<file path="src/sdh_pkg.sv">
// Package with the constants and handoff type shared by the salted hash expander.
package sdh_pkg;

    localparam int HASH_BYTES = 32;

    localparam int ACC_W   = 32;
    localparam int BYTE_W  = 8;
    localparam int INDEX_W = 6;
    localparam int SHIFT_W = 5;
    localparam int OUT_W   = 16;

    localparam logic [ACC_W-1:0] ACC_INIT = 32'd5381;
    localparam logic [ACC_W-1:0] LCG_MUL  = 32'd1103515245;
    localparam logic [ACC_W-1:0] LCG_ADD  = 32'd12345;

    localparam logic [INDEX_W-1:0] LAST_INDEX = INDEX_W'(HASH_BYTES - 1);

    typedef struct packed {
        logic             valid;
        logic [ACC_W-1:0] acc;
    } seed_t;

endpackage

</file>
<file path="src/sdh_absorb.sv">
// Byte absorber: djb2 accumulator and the held seed of a finished message.
module sdh_absorb
(
    input  logic                       clk,
    input  logic                       rst_n,
    input  logic                       in_valid,
    output logic                       in_ready,
    input  logic [sdh_pkg::BYTE_W-1:0] in_data,
    input  logic                       in_last,
    output sdh_pkg::seed_t             seed,
    input  logic                       seed_take
);

    logic [sdh_pkg::ACC_W-1:0] acc_reg;
    logic [sdh_pkg::ACC_W-1:0] acc_next;
    logic [sdh_pkg::ACC_W-1:0] seed_acc_reg;
    logic [sdh_pkg::ACC_W-1:0] seed_acc_next;
    logic                      seed_valid_reg;
    logic                      seed_valid_next;
    logic [sdh_pkg::ACC_W-1:0] acc_mix;
    logic                      accept;

    assign in_ready = !seed_valid_reg || seed_take;
    assign accept   = in_valid && in_ready;
    assign acc_mix  = (acc_reg << 5) + acc_reg
                    + {{(sdh_pkg::ACC_W-sdh_pkg::BYTE_W){1'b0}}, in_data};

    always_comb
    begin
        acc_next        = acc_reg;
        seed_acc_next   = seed_acc_reg;
        seed_valid_next = seed_valid_reg;
        if (seed_take)
        begin
            seed_valid_next = 1'b0;
        end
        if (accept)
        begin
            if (in_last)
            begin
                acc_next        = sdh_pkg::ACC_INIT;
                seed_acc_next   = acc_mix;
                seed_valid_next = 1'b1;
            end
            else
            begin
                acc_next = acc_mix;
            end
        end
    end

    always_ff @(posedge clk or negedge rst_n)
    begin
        if (!rst_n)
        begin
            acc_reg        <= sdh_pkg::ACC_INIT;
            seed_valid_reg <= 1'b0;
        end
        else
        begin
            acc_reg        <= acc_next;
            seed_valid_reg <= seed_valid_next;
        end
    end

    always_ff @(posedge clk)
    begin
        seed_acc_reg <= seed_acc_next;
    end

    assign seed.valid = seed_valid_reg;
    assign seed.acc   = seed_acc_reg;

endmodule

</file>
<file path="src/sdh_expand.sv">
// Digest expander: LCG sequence, byte selection and the output register.
module sdh_expand
(
    input  logic                       clk,
    input  logic                       rst_n,
    input  sdh_pkg::seed_t             seed,
    output logic                       seed_take,
    output logic                       out_valid,
    input  logic                       out_ready,
    output logic [sdh_pkg::OUT_W-1:0]  out_data,
    output logic                       out_last
);

    logic                         busy_reg;
    logic                         busy_next;
    logic [sdh_pkg::ACC_W-1:0]    lcg_reg;
    logic [sdh_pkg::ACC_W-1:0]    lcg_next;
    logic [sdh_pkg::INDEX_W-1:0]  idx_reg;
    logic [sdh_pkg::INDEX_W-1:0]  idx_next;
    logic                         ovalid_reg;
    logic                         ovalid_next;
    logic [sdh_pkg::BYTE_W-1:0]   obyte_reg;
    logic [sdh_pkg::BYTE_W-1:0]   obyte_next;
    logic [sdh_pkg::INDEX_W-1:0]  oidx_reg;
    logic [sdh_pkg::INDEX_W-1:0]  oidx_next;
    logic                         olast_reg;
    logic                         olast_next;
    logic                         step;
    logic                         at_last;
    logic [sdh_pkg::ACC_W-1:0]    shifted;
    logic [sdh_pkg::ACC_W-1:0]    lcg_step;

    assign step      = busy_reg && (!ovalid_reg || out_ready);
    assign at_last   = (idx_reg == sdh_pkg::LAST_INDEX);
    assign seed_take = seed.valid && (!busy_reg || (step && at_last));
    assign shifted   = lcg_reg >> idx_reg[sdh_pkg::SHIFT_W-1:0];
    assign lcg_step  = lcg_reg * sdh_pkg::LCG_MUL + sdh_pkg::LCG_ADD;

    always_comb
    begin
        busy_next   = busy_reg;
        lcg_next    = lcg_reg;
        idx_next    = idx_reg;
        ovalid_next = ovalid_reg;
        obyte_next  = obyte_reg;
        oidx_next   = oidx_reg;
        olast_next  = olast_reg;
        if (ovalid_reg && out_ready)
        begin
            ovalid_next = 1'b0;
        end
        if (step)
        begin
            ovalid_next = 1'b1;
            obyte_next  = shifted[sdh_pkg::BYTE_W-1:0];
            oidx_next   = idx_reg;
            olast_next  = at_last;
            lcg_next    = lcg_step;
            idx_next    = idx_reg + 1'b1;
            if (at_last)
            begin
                busy_next = 1'b0;
            end
        end
        if (seed_take)
        begin
            busy_next = 1'b1;
            lcg_next  = seed.acc;
            idx_next  = '0;
        end
    end

    always_ff @(posedge clk or negedge rst_n)
    begin
        if (!rst_n)
        begin
            busy_reg   <= 1'b0;
            idx_reg    <= '0;
            ovalid_reg <= 1'b0;
        end
        else
        begin
            busy_reg   <= busy_next;
            idx_reg    <= idx_next;
            ovalid_reg <= ovalid_next;
        end
    end

    always_ff @(posedge clk)
    begin
        lcg_reg   <= lcg_next;
        obyte_reg <= obyte_next;
        oidx_reg  <= oidx_next;
        olast_reg <= olast_next;
    end

    assign out_valid = ovalid_reg;
    assign out_data  = {{(sdh_pkg::OUT_W-sdh_pkg::INDEX_W-sdh_pkg::BYTE_W){1'b0}},
                        oidx_reg, obyte_reg};
    assign out_last  = olast_reg;

endmodule

</file>
<file path="src/salted_djb2_hash_expander_top.sv">
// Top level of the salted djb2 hash expander.
//
//  Channel   Direction  Payload                                       Marker
//  s_axis    in         tdata[7:0] data_byte                          tlast final_byte
//  m_axis    out        tdata[7:0] digest_byte, [13:8] digest_index   tlast digest_last
//
// One input item is absorbed per cycle by a shift-add on the accumulator while
// s_axis_tready is high. A final item's hash goes via the seed, LCG and output
// registers to the first digest item; HASH_BYTES items go out at one per cycle
// while m_axis_tready is high. Input flows during a burst; a second final item
// is held as the next seed, and further input waits until the burst registers
// its last item. Reset sets the accumulator to 5381 and empties both stages.
module salted_djb2_hash_expander_top
(
    input  logic        clk,
    input  logic        rst_n,
    input  logic        s_axis_tvalid,
    output logic        s_axis_tready,
    input  logic [7:0]  s_axis_tdata,   // [7:0] data_byte
    input  logic        s_axis_tlast,
    output logic        m_axis_tvalid,
    input  logic        m_axis_tready,
    output logic [15:0] m_axis_tdata,   // [7:0] digest_byte, [13:8] digest_index, [15:14] zero
    output logic        m_axis_tlast
);

    sdh_pkg::seed_t seed;
    logic           seed_take;

    sdh_absorb u_absorb
    (
        .clk       (clk),
        .rst_n     (rst_n),
        .in_valid  (s_axis_tvalid),
        .in_ready  (s_axis_tready),
        .in_data   (s_axis_tdata),
        .in_last   (s_axis_tlast),
        .seed      (seed),
        .seed_take (seed_take)
    );

    sdh_expand u_expand
    (
        .clk       (clk),
        .rst_n     (rst_n),
        .seed      (seed),
        .seed_take (seed_take),
        .out_valid (m_axis_tvalid),
        .out_ready (m_axis_tready),
        .out_data  (m_axis_tdata),
        .out_last  (m_axis_tlast)
    );

endmodule
</file>
<file path="config.mk">
export PLATFORM = sky130hd
export DESIGN_NAME = salted_djb2_hash_expander_top
export DESIGN_NICKNAME = d
export VERILOG_FILES = /design/src/sdh_pkg.sv /design/src/sdh_absorb.sv /design/src/sdh_expand.sv /design/src/salted_djb2_hash_expander_top.sv
export SDC_FILE = /design/constraint.sdc
export NUM_CORES = 1
export LEC_CHECK = 0
export ABC_AREA = 0
export BUFFER_PORTS_ARGS = -buffer_cell sky130_fd_sc_hd__buf_2
export CAP_MARGIN = 20
export CELL_PAD_IN_SITES_DETAIL_PLACEMENT = 0
export CELL_PAD_IN_SITES_GLOBAL_PLACEMENT = 1
export CORE_MARGIN = 3
export CORE_UTILIZATION = 35
export CTS_CLUSTER_DIAMETER = 60
export DETAILED_ROUTE_END_ITERATION = 7
export PLACE_DENSITY_LB_ADDON = 0.1
export SLEW_MARGIN = 20
export SYNTH_ARGS = -nofsm -noshare
export SYNTH_HDL_FRONTEND = slang
export SYNTH_SLANG_ARGS = --single-unit
</file>
<file path="constraint.sdc">
create_clock -name clk -period 7 [get_ports clk]
set_clock_uncertainty 0.2 [all_clocks]
set_input_delay 0.35 -clock clk [delete_from_list [all_inputs] [get_ports clk]]
set_output_delay 0.35 -clock clk [all_outputs]
set_load 0.02 [all_outputs]
</file>
Word-level counts from Yosys, hierarchy flattened --
Index checks and enable logic that the tools add are counted.
Storage, ports and cells: output and inout port bits 19, memory bits (read-only) 0, bits in writable memories 0, latch bits 0, bits of input ports 13, flip-flop bits (word level) 120, memories kept 0, logic and storage cells 46
Cells by class: equal/unequal tests 1, shift operators 1, div/mod/pow operators 0, mux-type cells 13, order comparisons 0, multiply operators 1, reductions and logical operators 16, bitwise logic cells 0, $add $sub $neg 4
Operators with widths (number):
- 32-bit 2-to-1 mux | 3
- 32-bit by 14-bit adder with 32-bit output, second input constant | 1
- 32-bit adder | 1
- 32-bit by 8-bit adder with 32-bit output | 1
- 32-bit by 31-bit multiplier with 32-bit output, second input constant | 1
- 32-bit by 5-bit right shift with 8-bit output | 1
- 6-bit 2-to-1 mux | 2
- 1-bit 2-to-1 mux | 8
- 6-bit by 1-bit adder with 6-bit output, second input constant | 1
- 6-bit by 5-bit == test with 1-bit output, second input constant | 1
- 2-bit nonzero test | 3
- 1-bit logical AND | 5
- 2-bit AND reduction | 2
- 1-bit zero test | 3
- 1-bit logical OR | 3

Depth between registers and ports, before layout --
word-level depth 9, mapped depth 25, depth with buffers taken out 25

Cells and area by module --
From an unflattened synthesis, not the netlist that was laid out.
Second synthesis, totals: cells, all modules 1737, area total of the unflattened synthesis 16791.1 sq um
Modules (own cells, without submodules):
- sdh_expand | sequential area each 1611.5 sq um, cells an instance 1332, instances 1, area each 12439.4 sq um
- sdh_absorb | sequential area each 1793.0 sq um, cells an instance 405, instances 1, area each 4351.7 sq um

Worst setup path after synthesis --
No wires, ideal clock.
path type flip-flop to flip-flop, start point reg u_expand.lcg_reg[5] in the netlist's numbering, end point reg u_expand.lcg_reg[26] in the netlist's numbering (data pin), setup slack 0.282 ns, data arrival time 6.254 ns, cell stages (with the launch flop) 24, setup time 0.264 ns, required time 6.536 ns, clock period less this slack 6.718 ns, buffers on the path 0, cell sequence edfxtp_1 > ha_1 > xor2_1 > ha_1 > a21oi_1 > fa_1 > fa_1 > inv_1 > fa_1 > inv_1 > fa_1 > inv_1 > fa_1 > inv_1 > fa_1 > inv_1 > ha_1 > and3_1 > a221o_1 > nor4_1 > nand2_1 > a31o_2 > a211oi_1 > o21ai_0
On the way: word-level cells in the longest chain between the ends 4
Ends and longest elaborated chain:
- start, declared | RTL line sdh_expand.sv:16 | logic [sdh_pkg::ACC_W-1:0] lcg_reg;
- start signal, assigned | RTL line sdh_expand.sv:91 | lcg_reg <= lcg_next;
- 32-bit by 31-bit multiplier with 32-bit output | RTL line sdh_expand.sv:37 | assign lcg_step = lcg_reg * sdh_pkg::LCG_MUL + sdh_pkg::LCG_ADD;
- 32-bit by 14-bit adder with 32-bit output | RTL line sdh_expand.sv:37
- 32-bit 2-to-1 mux | RTL line sdh_expand.sv:52 | if (step)
- 32-bit 2-to-1 mux | RTL line sdh_expand.sv:65 | if (seed_take)
- named net u_expand.lcg_next, one bit | RTL line sdh_expand.sv:17 | logic [sdh_pkg::ACC_W-1:0] lcg_next;
The timed path passes the listed nets, and every way through them passes these cells. The select of a mux whose other input is x is not followed. A chain may end at the register's enable or synchronous reset.

Worst setup path in the final report --
start point reg u_expand.lcg_reg[7] in the netlist's numbering, end point reg u_expand.lcg_reg[23] in the netlist's numbering (data pin)
The elaborated chain is that of the path after synthesis.

==> results.cfg <==
[run_status]
outcome = completed

[placed_design]
dp_hpwl_mm = 40.21
place_congestion = 0.8556
port_buffers = 29
placedCellCount = 2288

[worst_setup_path]
r2r_start = u_expand.lcg_reg[7]$_DFFE_PP_
critical_path_class = flip-flop to flip-flop
path_max_fanout = 6
worstPathArrival_ns = 6.81
cp-start-kind = flip-flop
cp.required_ns = 6.96
end_kind = flip-flop
setup.worst_path.start = u_expand.lcg_reg[7]$_DFFE_PP_

[detailed_routing]
drtIter0Drc = 696
via_count = 11460
vias_per_cell = 4.892
routed_wl_mm = 47.51
wire_per_inst_um = 20.29
drc = 0
ant_nets = 0
drtPass1Iterations = 5

[grt]
antenna_found_initial = 0
grt_overflow = 0
grt_max_degree = 42
grt_use_total_pct = 19.58
grt_pass1_wl_mm = 74.25
grt_pass1_vias = 12440

[final_layout]
final_nets = 2191
syn_to_final_growth_pct = 15.40
final_common_cell = inv_1
drive_above_1_share_pct = 15.97
final_cell_mix = 404 x inv_1, 247 x ha_1, 186 x fa_1, 85 x buf_4, 79 x edfxtp_1
fin_cells = 2342
utilization_pct = 41.15
n_antenna_cell = 0

[timing]
final_max_slew_viol_count = 0
slew_headroom_pct = 34.22
timing.fmax_ghz = 0.1459
min_period_ns = 6.854
setup_viol = 0
rsz0062_at_grt = yes
whs_ns = 0.03072
fin_crit_sh_pct = 97.91
hold_viol_final = 0
tightest_slew_ns = 0.9867

[synth]
ys_async_sr_fraction_pct = 34.17
ys_seq_area_share_pct = 20.38
synth_area_leaders = fa_1 23%, ha_1 20%, edfxtp_1 14%, inv_1 9.2%, dfrtp_1 5.4%
syn_inst = 1612
synth_seq_cells = 120
synth_top_area_cell = fa_1
ys_types = 74
yosysTopAreaCellShare_pct = 22.89
ys_warn_count = 0
ys.flop_type = edfxtp_1
synth.avg_cell_area_um2 = 10.36
synth_area_um2 = 16710
synth_enable_flop_cells = 79

[clock_network]
numCtsBuffers = 17
clkTransAtPathRegs_ns = 0.07
clock_sinks = 120
cts_root_buf = clkbuf_16
cts_htree_levels = 4
clk_latency_ns = 0.42
cts_buffer_depth = 2
tritoncts = yes

[job]
cap_viol_max_count = 0

[min_path]
hp-start = m_axis_tready
hold_path.class = input pin to flip-flop

[die]
core_um2 = 46850
die-area_um2 = 50390
io_pins = 32
fp.dieW_um = 224.5
die_h_um = 224.5
rows = 79
initial_utilization_pct = 35.66
[stage by stage]
stage	instance area (um^2)	setup TNS (ns)	setup WS, ns
2_1_floorplan	16710	0	0.2821
3_3_place_gp	18020	-0.09157	-0.05400
3_5_place_dp	18020	-0.1097	-0.09315
4_1_cts	18650	0	0.01943
5_1_grt	19280	-0.2279	-0.07656
6_report	19280	0	0.1462
[worst max-delay path, cell delays in order, from the launching register on]
cell	delay (ns)
edfxtp_1	0.56
buf_6	0.20
ha_4	0.22
buf_4	0.15
ha_1	0.26
inv_1	0.05
fa_2	0.53
inv_1	0.07
fa_1	0.38
ha_1	0.28
inv_1	0.05
fa_1	0.54
inv_1	0.05
fa_1	0.46
fa_1	0.59
ha_4	0.22
buf_4	0.13
o21a_1	0.16
o21a_1	0.18
o21ai_2	0.19
a21oi_1	0.11
a41o_1	0.27
a31o_2	0.28
a2111oi_2	0.36
a211oi_1	0.08
[final timing paths]
path,to,slack (ns),cells past startpoint
setup / recovery,u_expand.lcg_reg[23]$_DFFE_PP_,0.15,24
min in group asynchronous,u_expand.out_valid$_DFFE_PN0P_,0.14,2
hold reg to reg,u_absorb.acc_reg[2]$_DFFE_PN1P_,0.29,2
setup reg to reg,u_expand.lcg_reg[23]$_DFFE_PP_,0.15,24
hold / removal,u_expand.out_valid$_DFFE_PN0P_,0.03,3
max in group asynchronous,u_absorb.acc_reg[0]$_DFFE_PN1P_,5.90,3
[repair_timing]
item	4_1_cts	5_1_grt
pin swaps	0	26
setup buffers	2	18
resized for setup	1	80
hold endpoints to repair	36	0
hold buffers	1	0
endpoints found under the setup margin	6	13
[cell usage after synthesis (12+ instances only)]
master,count
a21o_1,33
a21oi_1,60
a22o_1,17
and2_1,17
clkbuf_1,25
dfrtp_1,36
edfxtp_1,79
fa_1,191
ha_1,265
inv_1,408
mux4_2,40
nand2_1,66
nand3_1,12
nor2_1,54
nor3_1,13
o21ai_0,42
xnor2_1,55
xor2_1,34
[logic make-up (layout without fill, tap and decap cells)]
kind of cell | after synthesis | after routing | share of synthesized area [%]
AO/OA/AOI/OAI | 240 | 240 | 9.961
adder cells (fa/ha/maj) | 456 | 456 | 42.74
AND/OR/NAND/NOR | 212 | 212 | 6.051
XOR/XNOR | 89 | 89 | 4.666
buffers and inverters | 441 | 563 | 9.984
other | 1 | 2 | 0.02245
multiplexers | 53 | 53 | 6.201
flip-flops | 120 | 120 | 20.38
[area by class of cell]
cell class	count	area, um^2
clock inverter	14	171.4
tap	607	759.5
inverter	408	1531
timing repair buffer	123	900.9
sequential	120	3406
fill	4675	27570
clock buffer	18	429.2
multi-input combinational	1052	12080
[per-layer routing]
| layer | part of all wire, % | vias up | GRT usage (%) |
|---|---|---|---|
| li1 | - | 5542 | - |
| met1 | 48 | 5665 | 27.85 |
| met2 | 47 | 218 | 32.15 |
| met3 | 3.9 | 31 | 2.649 |
| met4 | 1.4 | 0 | 4.060 |
| met5 | 0 | - | 0 |
Power is left out: the tool's default activity adds up to more than one toggle a clock period on the data nets, which glitch-free logic cannot reach.
